--- src/rtl/fsta_pkg.sv ---
`default_nettype none
package fsta_pkg;

  // field widths
  localparam int FRAME_W  = 32;
  localparam int STEP_W   = 28;
  localparam int CAP_W    = 8;
  localparam int TICK_W   = 48;
  localparam int DROP_W   = 48;
  localparam int INV_W    = 32;
  localparam int BLEND_W  = 16;

  // fraction bits of the blend quotient, 8 to 16
  localparam int FRAC_BITS = 16;

  // divider sizing: remainder plus frame time needs one extra bit
  localparam int SUM_W  = FRAME_W + 1;
  localparam int CAPSTEP_W = CAP_W + STEP_W;
  localparam int CNT_W  = $clog2(SUM_W + 1);

  // request queue between front and back
  localparam int QDEPTH = 2;
  localparam int QPTR_W = $clog2(QDEPTH);
  localparam int QCNT_W = $clog2(QDEPTH + 1);

  // configuration port
  localparam int CFG_IDX_W  = 2;
  localparam int CFG_DATA_W = STEP_W;
  localparam logic [CFG_IDX_W-1:0] REG_STEP_LENGTH = 2'd0;
  localparam logic [CFG_IDX_W-1:0] REG_MAX_STEPS   = 2'd1;
  localparam logic [STEP_W-1:0]    STEP_RESET      = 28'd16666667;
  localparam logic [CAP_W-1:0]     CAP_RESET       = 8'd8;

  typedef struct packed {
    logic [FRAME_W-1:0] frame_time;
    logic               frame_invalid;
  } fsta_item_t;

  typedef struct packed {
    logic [STEP_W-1:0] step_length;
    logic [CAP_W-1:0]  max_steps;
  } fsta_cfg_t;

endpackage
`default_nettype wire

--- src/rtl/fsta_front.sv ---
`default_nettype none
module fsta_front (
  input  wire logic                 clk,
  input  wire logic                 rst_n,
  input  wire logic                 in_valid,
  output logic                      in_stall,
  input  wire logic [31:0]          in_frame_time,
  input  wire logic                 in_frame_invalid,
  output logic                      q_valid,
  output fsta_pkg::fsta_item_t      q_item,
  input  wire logic                 q_pop
);

  fsta_pkg::fsta_item_t             mem_r [fsta_pkg::QDEPTH];
  logic [fsta_pkg::QPTR_W-1:0]      wr_ptr_r;
  logic [fsta_pkg::QPTR_W-1:0]      rd_ptr_r;
  logic [fsta_pkg::QCNT_W-1:0]      count_r;
  logic [fsta_pkg::QCNT_W-1:0]      count_nxt;
  fsta_pkg::fsta_item_t             item_in;
  logic                             push;
  logic                             pop;

  // classify: an invalid frame carries no time
  always_comb begin
    item_in.frame_invalid = in_frame_invalid;
    item_in.frame_time    = in_frame_invalid ? '0 : in_frame_time;
  end

  assign in_stall = (count_r == fsta_pkg::QCNT_W'(fsta_pkg::QDEPTH));
  assign push     = in_valid && !in_stall;
  assign q_valid  = (count_r != '0);
  assign pop      = q_pop && q_valid;
  assign q_item   = mem_r[rd_ptr_r];

  always_comb begin
    count_nxt = count_r;
    if (push && !pop) begin
      count_nxt = count_r + 1'b1;
    end else if (pop && !push) begin
      count_nxt = count_r - 1'b1;
    end
  end

  // queue storage
  always_ff @(posedge clk) begin
    if (push) begin
      mem_r[wr_ptr_r] <= item_in;
    end
  end

  // queue pointers
  always_ff @(posedge clk) begin
    if (!rst_n) begin
      wr_ptr_r <= '0;
      rd_ptr_r <= '0;
      count_r  <= '0;
    end else begin
      if (push) begin
        wr_ptr_r <= fsta_pkg::QPTR_W'((32'(wr_ptr_r) + 1) % fsta_pkg::QDEPTH);
      end
      if (pop) begin
        rd_ptr_r <= fsta_pkg::QPTR_W'((32'(rd_ptr_r) + 1) % fsta_pkg::QDEPTH);
      end
      count_r <= count_nxt;
    end
  end

endmodule
`default_nettype wire

--- src/rtl/fsta_back.sv ---
`default_nettype none
module fsta_back (
  input  wire logic                 clk,
  input  wire logic                 rst_n,
  input  wire fsta_pkg::fsta_cfg_t  cfg,
  input  wire logic                 q_valid,
  input  wire fsta_pkg::fsta_item_t q_item,
  output logic                      q_pop,
  output logic                      out_valid,
  input  wire logic                 out_stall,
  output logic [7:0]                out_steps_run,
  output logic [47:0]               out_total_ticks,
  output logic [15:0]               out_blend_fraction,
  output logic [47:0]               out_dropped_total,
  output logic [31:0]               out_invalid_count
);

  typedef enum logic [2:0] {
    ST_IDLE,
    ST_DIV,
    ST_POST,
    ST_FRAC,
    ST_FIN
  } state_t;

  state_t                               state_r;
  logic [fsta_pkg::STEP_W-1:0]          part_r;
  logic [fsta_pkg::SUM_W-1:0]           dvd_r;
  logic [fsta_pkg::SUM_W-1:0]           quo_r;
  logic [fsta_pkg::SUM_W-1:0]           sum_r;
  logic [fsta_pkg::CNT_W-1:0]           cnt_r;
  logic [fsta_pkg::CAPSTEP_W-1:0]       capstep_r;
  logic [fsta_pkg::CAP_W-1:0]           steps_r;
  logic                                 sat_r;
  logic [fsta_pkg::STEP_W-1:0]          remainder_r;
  logic [fsta_pkg::TICK_W-1:0]          tick_r;
  logic [fsta_pkg::DROP_W-1:0]          drop_r;
  logic [fsta_pkg::INV_W-1:0]           invc_r;
  logic                                 out_valid_r;
  logic [fsta_pkg::CAP_W-1:0]           out_steps_r;
  logic [fsta_pkg::TICK_W-1:0]          out_ticks_r;
  logic [fsta_pkg::BLEND_W-1:0]         out_blend_r;
  logic [fsta_pkg::DROP_W-1:0]          out_drop_r;
  logic [fsta_pkg::INV_W-1:0]           out_invc_r;

  logic [fsta_pkg::STEP_W-1:0]          step_eff;
  logic [fsta_pkg::STEP_W:0]            trial;
  logic                                 trial_ge;
  logic [fsta_pkg::STEP_W-1:0]          part_nxt;
  logic                                 over_cap;
  logic [fsta_pkg::SUM_W-1:0]           lost;
  logic [fsta_pkg::DROP_W:0]            drop_sum;
  logic [fsta_pkg::DROP_W-1:0]          drop_nxt;
  logic [fsta_pkg::CAP_W-1:0]           steps_nxt;
  logic                                 out_free;

  // a step length of zero counts as one
  assign step_eff = (cfg.step_length == '0) ? fsta_pkg::STEP_W'(1) : cfg.step_length;

  // one restoring division step: shift in the next dividend bit, try subtract
  assign trial    = {part_r, dvd_r[fsta_pkg::SUM_W-1]};
  assign trial_ge = (trial >= {1'b0, step_eff});
  assign part_nxt = trial_ge ? fsta_pkg::STEP_W'(trial - {1'b0, step_eff})
                             : trial[fsta_pkg::STEP_W-1:0];

  // cap check and dropped time: whole*step - cap*step = sum - rem - cap*step
  assign over_cap  = (quo_r > fsta_pkg::SUM_W'(cfg.max_steps));
  assign lost      = sum_r - fsta_pkg::SUM_W'(part_r) - fsta_pkg::SUM_W'(capstep_r);
  assign drop_sum  = {1'b0, drop_r} + (fsta_pkg::DROP_W + 1)'(lost);
  assign drop_nxt  = drop_sum[fsta_pkg::DROP_W] ? '1 : drop_sum[fsta_pkg::DROP_W-1:0];
  assign steps_nxt = over_cap ? cfg.max_steps : quo_r[fsta_pkg::CAP_W-1:0];

  assign out_free = !out_valid_r || !out_stall;
  assign q_pop    = (state_r == ST_IDLE) && q_valid;

  // sequencer, running state and result register
  always_ff @(posedge clk) begin
    if (!rst_n) begin
      state_r     <= ST_IDLE;
      remainder_r <= '0;
      tick_r      <= '0;
      drop_r      <= '0;
      invc_r      <= '0;
      out_valid_r <= 1'b0;
      cnt_r       <= '0;
      sat_r       <= 1'b0;
    end else begin
      if (out_valid_r && !out_stall && (state_r != ST_FIN)) begin
        out_valid_r <= 1'b0;
      end
      case (state_r)
        ST_IDLE: begin
          capstep_r <= fsta_pkg::CAPSTEP_W'(cfg.max_steps) * fsta_pkg::CAPSTEP_W'(step_eff);
          if (q_valid) begin
            if (q_item.frame_invalid) begin
              invc_r  <= invc_r + 1'b1;
              steps_r <= '0;
              part_r  <= remainder_r;
              dvd_r   <= '0;
              cnt_r   <= fsta_pkg::CNT_W'(fsta_pkg::FRAC_BITS);
              sat_r   <= (remainder_r >= step_eff);
              state_r <= (remainder_r >= step_eff) ? ST_FIN : ST_FRAC;
            end else begin
              sum_r   <= fsta_pkg::SUM_W'(remainder_r) + fsta_pkg::SUM_W'(q_item.frame_time);
              dvd_r   <= fsta_pkg::SUM_W'(remainder_r) + fsta_pkg::SUM_W'(q_item.frame_time);
              part_r  <= '0;
              cnt_r   <= fsta_pkg::CNT_W'(fsta_pkg::SUM_W);
              sat_r   <= 1'b0;
              state_r <= ST_DIV;
            end
          end
        end
        ST_DIV: begin
          part_r <= part_nxt;
          dvd_r  <= dvd_r << 1;
          quo_r  <= {quo_r[fsta_pkg::SUM_W-2:0], trial_ge};
          cnt_r  <= cnt_r - 1'b1;
          if (cnt_r == fsta_pkg::CNT_W'(1)) begin
            state_r <= ST_POST;
          end
        end
        ST_POST: begin
          // quotient and remainder are final; part_r stays as blend dividend
          remainder_r <= part_r;
          steps_r     <= steps_nxt;
          tick_r      <= tick_r + fsta_pkg::TICK_W'(steps_nxt);
          if (over_cap) begin
            drop_r <= drop_nxt;
          end
          dvd_r   <= '0;
          cnt_r   <= fsta_pkg::CNT_W'(fsta_pkg::FRAC_BITS);
          state_r <= ST_FRAC;
        end
        ST_FRAC: begin
          part_r <= part_nxt;
          dvd_r  <= dvd_r << 1;
          quo_r  <= {quo_r[fsta_pkg::SUM_W-2:0], trial_ge};
          cnt_r  <= cnt_r - 1'b1;
          if (cnt_r == fsta_pkg::CNT_W'(1)) begin
            state_r <= ST_FIN;
          end
        end
        ST_FIN: begin
          if (out_free) begin
            out_valid_r <= 1'b1;
            out_steps_r <= steps_r;
            out_ticks_r <= tick_r;
            // saturated blend is the largest fraction below one
            out_blend_r <= sat_r
                         ? fsta_pkg::BLEND_W'((64'd1 << fsta_pkg::FRAC_BITS) - 64'd1)
                         : quo_r[fsta_pkg::BLEND_W-1:0];
            out_drop_r  <= drop_r;
            out_invc_r  <= invc_r;
            state_r     <= ST_IDLE;
          end
        end
        default: begin
          state_r <= ST_IDLE;
        end
      endcase
    end
  end

  assign out_valid          = out_valid_r;
  assign out_steps_run      = out_steps_r;
  assign out_total_ticks    = out_ticks_r;
  assign out_blend_fraction = out_blend_r;
  assign out_dropped_total  = out_drop_r;
  assign out_invalid_count  = out_invc_r;

endmodule
`default_nettype wire

--- src/rtl/fixed_step_tick_accumulator.sv ---
// a valid frame passes the states DIV (33 quotient bits), POST, FRAC (16 fraction
//   bits) and FIN; an invalid frame skips DIV and POST, and one whose remainder is
//   not below the step length also skips FRAC; all division runs on the shared
//   one-bit-per-cycle restoring divider, which takes a new request only when idle
// a two-entry request queue takes new requests while the divider works, until full
// reset: synchronous active-low rst_n clears totals, remainder, queue and output
`default_nettype none
module fixed_step_tick_accumulator (
  input  wire logic        clk,
  input  wire logic        rst_n,
  input  wire logic        in_valid,
  output logic             in_stall,
  input  wire logic [31:0] in_frame_time,
  input  wire logic        in_frame_invalid,
  output logic             out_valid,
  input  wire logic        out_stall,
  output logic [7:0]       out_steps_run,
  output logic [47:0]      out_total_ticks,
  output logic [15:0]      out_blend_fraction,
  output logic [47:0]      out_dropped_total,
  output logic [31:0]      out_invalid_count,
  input  wire logic        cfg_valid,
  output logic             cfg_ready,
  input  wire logic [1:0]  cfg_index,
  input  wire logic [27:0] cfg_data
);

  fsta_pkg::fsta_cfg_t  cfg_r;
  fsta_pkg::fsta_item_t q_item;
  logic                 q_valid;
  logic                 q_pop;

  // configuration registers, always ready
  assign cfg_ready = 1'b1;

  always_ff @(posedge clk) begin
    if (!rst_n) begin
      cfg_r.step_length <= fsta_pkg::STEP_RESET;
      cfg_r.max_steps   <= fsta_pkg::CAP_RESET;
    end else if (cfg_valid && cfg_ready) begin
      case (cfg_index)
        fsta_pkg::REG_STEP_LENGTH: cfg_r.step_length <= cfg_data;
        fsta_pkg::REG_MAX_STEPS:   cfg_r.max_steps   <= cfg_data[fsta_pkg::CAP_W-1:0];
        default: begin
        end
      endcase
    end
  end

  // request intake and queue
  fsta_front u_front (
    .clk              (clk),
    .rst_n            (rst_n),
    .in_valid         (in_valid),
    .in_stall         (in_stall),
    .in_frame_time    (in_frame_time),
    .in_frame_invalid (in_frame_invalid),
    .q_valid          (q_valid),
    .q_item           (q_item),
    .q_pop            (q_pop)
  );

  // division, totals and result register
  fsta_back u_back (
    .clk                (clk),
    .rst_n              (rst_n),
    .cfg                (cfg_r),
    .q_valid            (q_valid),
    .q_item             (q_item),
    .q_pop              (q_pop),
    .out_valid          (out_valid),
    .out_stall          (out_stall),
    .out_steps_run      (out_steps_run),
    .out_total_ticks    (out_total_ticks),
    .out_blend_fraction (out_blend_fraction),
    .out_dropped_total  (out_dropped_total),
    .out_invalid_count  (out_invalid_count)
  );

endmodule
`default_nettype wire

--- config.mk ---
export PLATFORM = sky130hd
export DESIGN_NAME = fixed_step_tick_accumulator
export DESIGN_NICKNAME = d
export VERILOG_FILES = /design/src/rtl/fsta_pkg.sv /design/src/rtl/fsta_front.sv /design/src/rtl/fsta_back.sv /design/src/rtl/fixed_step_tick_accumulator.sv
export SDC_FILE = /design/constraint.sdc
export NUM_CORES = 2
export LEC_CHECK = 0
export BUFFER_PORTS_ARGS = -buffer_cell sky130_fd_sc_hd__buf_2
export CAP_MARGIN = 15
export CELL_PAD_IN_SITES_DETAIL_PLACEMENT = 1
export CELL_PAD_IN_SITES_GLOBAL_PLACEMENT = 1
export CORE_UTILIZATION = 40
export CTS_CLUSTER_SIZE = 28
export DETAILED_ROUTE_END_ITERATION = 10
export PLACE_DENSITY = 0.76
export SYNTH_ARGS = -nofsm -noshare
export SYNTH_HDL_FRONTEND = slang
export SYNTH_SLANG_ARGS = --single-unit
--- constraint.sdc ---
create_clock -name clk -period 10.3 [get_ports clk]
set_clock_uncertainty 0.15 [all_clocks]
set_input_delay 0 -clock clk [delete_from_list [all_inputs] [get_ports clk]]
set_output_delay 0 -clock clk [all_outputs]
set_load 0.005 [all_outputs]
## Yosys cells after proc, flatten, opt, wreduce, memory -nomap -nowiden

Memory sizes are Yosys's and may differ from the RTL's. A register that Yosys moved wholly into a read port is not among the register bits.
Cells that the tools add are included.

- Multiplexer cells: 34
- Order comparisons: 3
- $add $sub $neg: 12
- Reductions and logical operators: 36
- Equality and inequality tests: 13
- Bitwise logic cells: 1
- Multipliers: 1

Operator list:

| operator | count |
|---|---|
| 2-to-1 mux 28 bit | 4 |
| one-hot mux 33 bit (3 select lines) | 1 |
| 2-to-1 mux 33 bit | 2 |
| one-hot mux 28 bit (2 select lines) | 1 |
| adder 48 x 33 -> 49 bit | 1 |
| adder 48 x 8 -> 48 bit | 1 |
| 2-to-1 mux 48 bit | 1 |
| adder 28 x 32 -> 33 bit | 1 |
| > comparator 33 x 8 -> 1 bit | 1 |
| multiplier 8 x 28 -> 33 bit | 1 |
| subtractor 33 x 28 -> 33 bit | 1 |
| subtractor 33 bit | 1 |
| adder 32 x 1 -> 32 bit, second input constant | 1 |
| 2-to-1 mux 32 bit | 1 |
| >= comparator 29 x 28 -> 1 bit | 1 |
| >= comparator 28 bit | 1 |
| logical NOT 28 bit | 1 |
| subtractor 28 bit | 1 |
| 2-to-1 mux 8 bit | 3 |
| 2-to-1 mux 3 bit | 6 |
| one-hot mux 6 bit (3 select lines) | 1 |
| one-hot mux 8 bit (2 select lines) | 1 |
| one-hot mux 3 bit (5 select lines) | 1 |
| AND reduction 2 bit | 7 |
| 27 further kinds | 59 |

- Memory bits (writable): 66
- Memories: 1
- Flip-flop bits (word level): 527
- Logic and storage cells: 125
- Output and inout port bits: 155

Memory list:

| memory | depth | width | rd ports | clocked after memory_dff | write ports | RTL line | source |
|---|---|---|---|---|---|---|---|
| u_front.mem_r | 2 | 33 | 1 | 1 | 1 | fsta_front.sv:14 | `fsta_pkg::fsta_item_t mem_r [fsta_pkg::QDEPTH];` |

## Depth between registers and ports, before layout

- Word-level depth: 7
- Depth in mapped cells: 26
- Mapped depth without buffers: 24

## Cells and area by module

From an unflattened synthesis, not the netlist that was laid out.

- Cells, all modules: 3497
- Area, all modules: 36336.1 sq um

Modules (own cells, without submodules):

| module | sequential area each (sq um) | times used | area an instance (sq um) | cells each |
|---|---|---|---|---|
| fsta_back | 12952.4 | 1 | 32000.7 | 3178 |
| fsta_front | 2082.0 | 1 | 2821.5 | 163 |
| fixed_step_tick_accumulator | 720.7 | 1 | 1514.0 | 156 |

## Worst setup path after synthesis

No wires, ideal clock.

- Path kind: flip-flop to flip-flop
- Start: reg u_back.state_r[1]
- End: reg u_back.out_blend_r (netlist bit u_back.out_blend_fraction[0]), enable pin
- Stages on the path, launching flop included: 5
- Buffers on the path: 1
- Clock period less this slack: 7.860 ns
- Setup slack: 2.440 ns
- Library setup time: 0.665 ns
- Required time: 9.485 ns
- Arrival: 7.045 ns
- Cells stage by stage: dfxtp_1 -> clkbuf_1 -> nor2_1 -> nand2_1 -> nor2_1

- Word-level cells in the longest chain between the ends: 2

Ends and longest elaborated chain:

| element | RTL line | source |
|---|---|---|
| start: declaration | fsta_back.sv:26 | `state_t state_r;` |
| start signal: assignment | fsta_back.sv:102 | `state_r <= (remainder_r >= step_eff) ? ST_FIN : ST_FRAC;` |
| equality test 3 bit | fsta_back.sv:91 | `case (state_r)` |
| AND reduction 3 bit (no source line) | n/a |  |
| end signal: assignment | fsta_back.sv:149 | `out_blend_r <= sat_r` |
| end: declaration | fsta_back.sv:42 | `logic [fsta_pkg::BLEND_W-1:0] out_blend_r;` |

No other way between the ends.
A chain may end at the register's enable or synchronous reset.

## Final worst setup path

- Start: reg cfg_r[5] in the netlist's numbering
- End: reg u_back.tick_r[47] in the netlist's numbering

- Word-level cells in the longest chain between the ends: 3

Ends and longest elaborated chain:

| element | RTL line | source |
|---|---|---|
| start: declaration | fixed_step_tick_accumulator.sv:28 | `fsta_pkg::fsta_cfg_t cfg_r;` |
| > comparator 33 x 8 -> 1 bit | fsta_back.sv:67 | `assign over_cap = (quo_r > fsta_pkg::SUM_W'(cfg.max_steps));` |
| 2-to-1 mux 8 bit | fsta_back.sv:71 | `assign steps_nxt = over_cap ? cfg.max_steps : quo_r[fsta_pkg::CAP_W-1:0];` |
| named net u_back.steps_nxt, one bit | fsta_back.sv:54 | `logic [fsta_pkg::CAP_W-1:0] steps_nxt;` |
| adder 48 x 8 -> 48 bit | fsta_back.sv:126 | `tick_r <= tick_r + fsta_pkg::TICK_W'(steps_nxt);` |
| end signal: assignment | fsta_back.sv:126 |  |
| end: declaration | fsta_back.sv:36 | `logic [fsta_pkg::TICK_W-1:0] tick_r;` |

The timed path passes the listed nets, and every way through them passes these cells.

==> metrics.csv <==
metric,value,unit
ys_ff_latch,594,
synthCells,3494,
dr_total_vias,27600,
yosys.cell_types.count,85,
drc,25,
via_per_inst,5.49,
cts_tree,built,
antenna_found_initial,0,
grt_usage,24.5,%
stdcell_area,41600,um^2
place_congestion,0.916,
drt_iter0_drc,1844,
violations,design-rule violations,
grt_max_degree,83,
worstSetupPathType,flip-flop to flip-flop,
synth.avg_cell_area,10.3,um^2
fin_crit_sh,69.0,%
drtAntennaViolNets,0,
cts-root-buf,clkbuf_16,
pin_count,223,
worst_slew_margin_rel,22.6,%
grt_first_pass_wirelength,171000,um
setup_viol,0,
cp.arrival,7.44,ns
rsz0062_at_grt,false,
yosys_warnings,0,
multi_input_area,18400,um^2
dp_hpwl,82800,um
cts_setup_buffers,0,
fin_nets,4287,
core,88600,um^2
drt-total-wl,111000,um
numClockSinks,594,
cp_max_fo,18,
ctsHoldBuffers,111,
num_rows,109,
fp.dieW,301,um
syn_nets,3968,
power,11.9,mW
post_cts_resized,0,
place_area,38200,um^2
yosysMostFrequentCell,edfxtp_1,
ctsLongestPathBuffers,3,
critPathCaptureType,flip-flop,
ys_async_sr_fraction,0,%
drtPass1Iterations,8,
insertedDiodeCount,0,
synth_commonest_cells,"386 x edfxtp_1, 336 x nand2_1, 329 x inv_1",
cap_violations,0,
hold_viol_final,0,
worst_slew_pin_slew,1.16,ns
synth_edf_count,386,
seq_area_frac_synth,43.9,%
ys.flop_type,edfxtp_1,
clk_pin_slew,0.06,ns
grt_overflow,0,
whs,0.0435,ns
hp-class,input port to flip-flop,
netlist.area_leader.share,32.3,%
fmax,0.141,GHz
dieArea,90900,um^2
drive_above_1_share,11.5,%
numCtsBuffers,67,
leakage,17.0,nW
syn_area,35900,um^2
powerDensity,285,nW/um^2
clock_latency,0.64,ns
ir_drop,0.000156,V
num-fill-cells,9884,
area_growth,16.0,%
htree_levels,3,
die_y,301,um
grt_pass1_vias,28700,
regArea,15800,um^2
start_util,40.5,%
crit_path_start_kind,flip-flop,
drv_slew,0,
tns,0,ns
port_buffers,221,
routedWlPerCell,22.2,um
fin_crit,7.11,ns
status,"finished, violations left",
netlist_top_cells_area,"edfxtp_1 32%, dfxtp_1 12%, fa_1 10%",
critPathRequiredTime,10.63,ns
synth_top_area_cell,edfxtp_1,
flip-flops by register name, summed over array words and instances (netlist names), 2 cells and up, named ones only:
register	cells
u_back.remainder_r	28
u_back.out_steps_run	8
u_back.sum_r	33
u_back.out_total_ticks	48
u_front.mem_r	66
u_back.steps_r	8
u_back.dvd_r	33
cfg_r	36
u_back.out_blend_fraction	16
u_back.tick_r	48
u_back.drop_r	48
u_back.invc_r	32
u_back.capstep_r	33
u_back.part_r	28
u_back.out_dropped_total	48
u_front.count_r	2
u_back.out_invalid_count	32
u_back.quo_r	33
u_back.cnt_r	6
u_back.state_r	3
metrics by stage:
step / std cells / setup WS (ns) / util (%)
finish: 5031 / 3.19 / 46.9
global placement: 4796 / 3.64 / 43.1
floorplan: 3494 / 2.44 / -
CTS: 5029 / 3.39 / 46.9
global route: 5031 / 2.86 / 46.9
detailed placement: 4796 / 3.49 / 43.1
logic make-up (layout without fill, tap and decap cells):
group                      after synthesis  in the layout  synth area share (%)
AOI/OAI and AO/OA                      719            719                  12.7
xor gates and xnor gates               211            211                  5.15
adders and majority gates              406            406                  18.1
buffers and inverters                  454            826                  4.87
DFF                                    594            594                  43.9
muxes                                   57             57                  1.71
other                                    1              1                0.0105
and+or+nand+nor                       1052           1052                  13.6
power by group:
group	switching, mW	internal (mW)
sequential	0.331	3.06
combinational	3.74	2.29
clock	1.05	1.39
cell usage in the layout (no fill, tap or decap), types with 16 or more instances in the layout:
cell	instances
mux2i_1	23
o21bai_1	26
dfxtp_1	208
and3_1	32
nand4_1	27
edfxtp_1	386
xor2_1	92
or3_1	25
buf_4	27
inv_1	329
nor4_1	21
clkbuf_16	68
dlygate4sd3_1	111
a211oi_1	24
xnor2_1	119
ha_1	220
fa_1	186
a21o_1	67
nor2_1	309
clkbuf_1	16
a21oi_1	223
buf_2	221
nand2b_1	22
o21a_1	33
nor3_1	52
nand2_1	336
a22o_1	32
a31oi_1	44
or2_2	26
o21ai_0	143
mux2_2	34
o211ai_1	23
and2_1	49
nor2b_1	47
nand3_1	66
layer usage:
layer | GRT usage (%) | wire length, um | part of all wire, % | up-vias
met3 | 2.91 | 5020 | 4.5 | 222
met4 | 10.4 | 4720 | 4.2 | 0
met5 | 0 | 0 | 0 | -
li1 | - | - | - | 12800
met2 | 42.1 | 54800 | 49 | 788
met1 | 31.0 | 46900 | 42 | 13800
worst max-delay path, stage by stage, from the launching register on:
cell and delay [ns]:
dfxtp_1 0.73, clkinv_1 0.73, ha_1 0.54, a21boi_0 0.15, o31a_1 0.29, o21ai_0 0.43, nand2_1 0.46, mux2i_1 0.48
inv_1 0.09, ha_1 0.29, a21o_1 0.13, a21oi_1 0.10, o21ai_0 0.19, a21o_1 0.19, a21oi_1 0.10, o21ai_0 0.65
nand4_1 0.54, nor4_1 0.50, xnor2_1 0.18, nor2_1 0.06
final timing paths:
| check | start | endpoint | slack, ns | cells past startpoint |
|---|---|---|---|---|
| setup / recovery | cfg_r[5]$_SDFFE_PN0P_ | u_back.tick_r[47]$_SDFFE_PN0P_ | 3.19 | 19 |
| hold / removal | cfg_data[11] | cfg_r[19]$_SDFFE_PN0P_ | 0.04 | 4 |
| setup reg to reg | cfg_r[5]$_SDFFE_PN0P_ | u_back.tick_r[47]$_SDFFE_PN0P_ | 3.19 | 19 |
| hold reg to reg | u_back.steps_r[5]$_SDFFCE_PN0P_ | u_back.out_steps_run[5]$_DFFE_PP_ | 0.27 | 0 |
final cells by class:
class | instances | share of cell area, %
clock buffer | 90 | 4.43
clock inverter | 32 | 0.902
inverter | 343 | 3.11
multi-input combinational | 2446 | 44.3
sequential | 594 | 37.9
tap | 1165 | 3.50
timing repair buffer | 361 | 5.89
No activity file was read; power rests on OpenSTA's default activity.
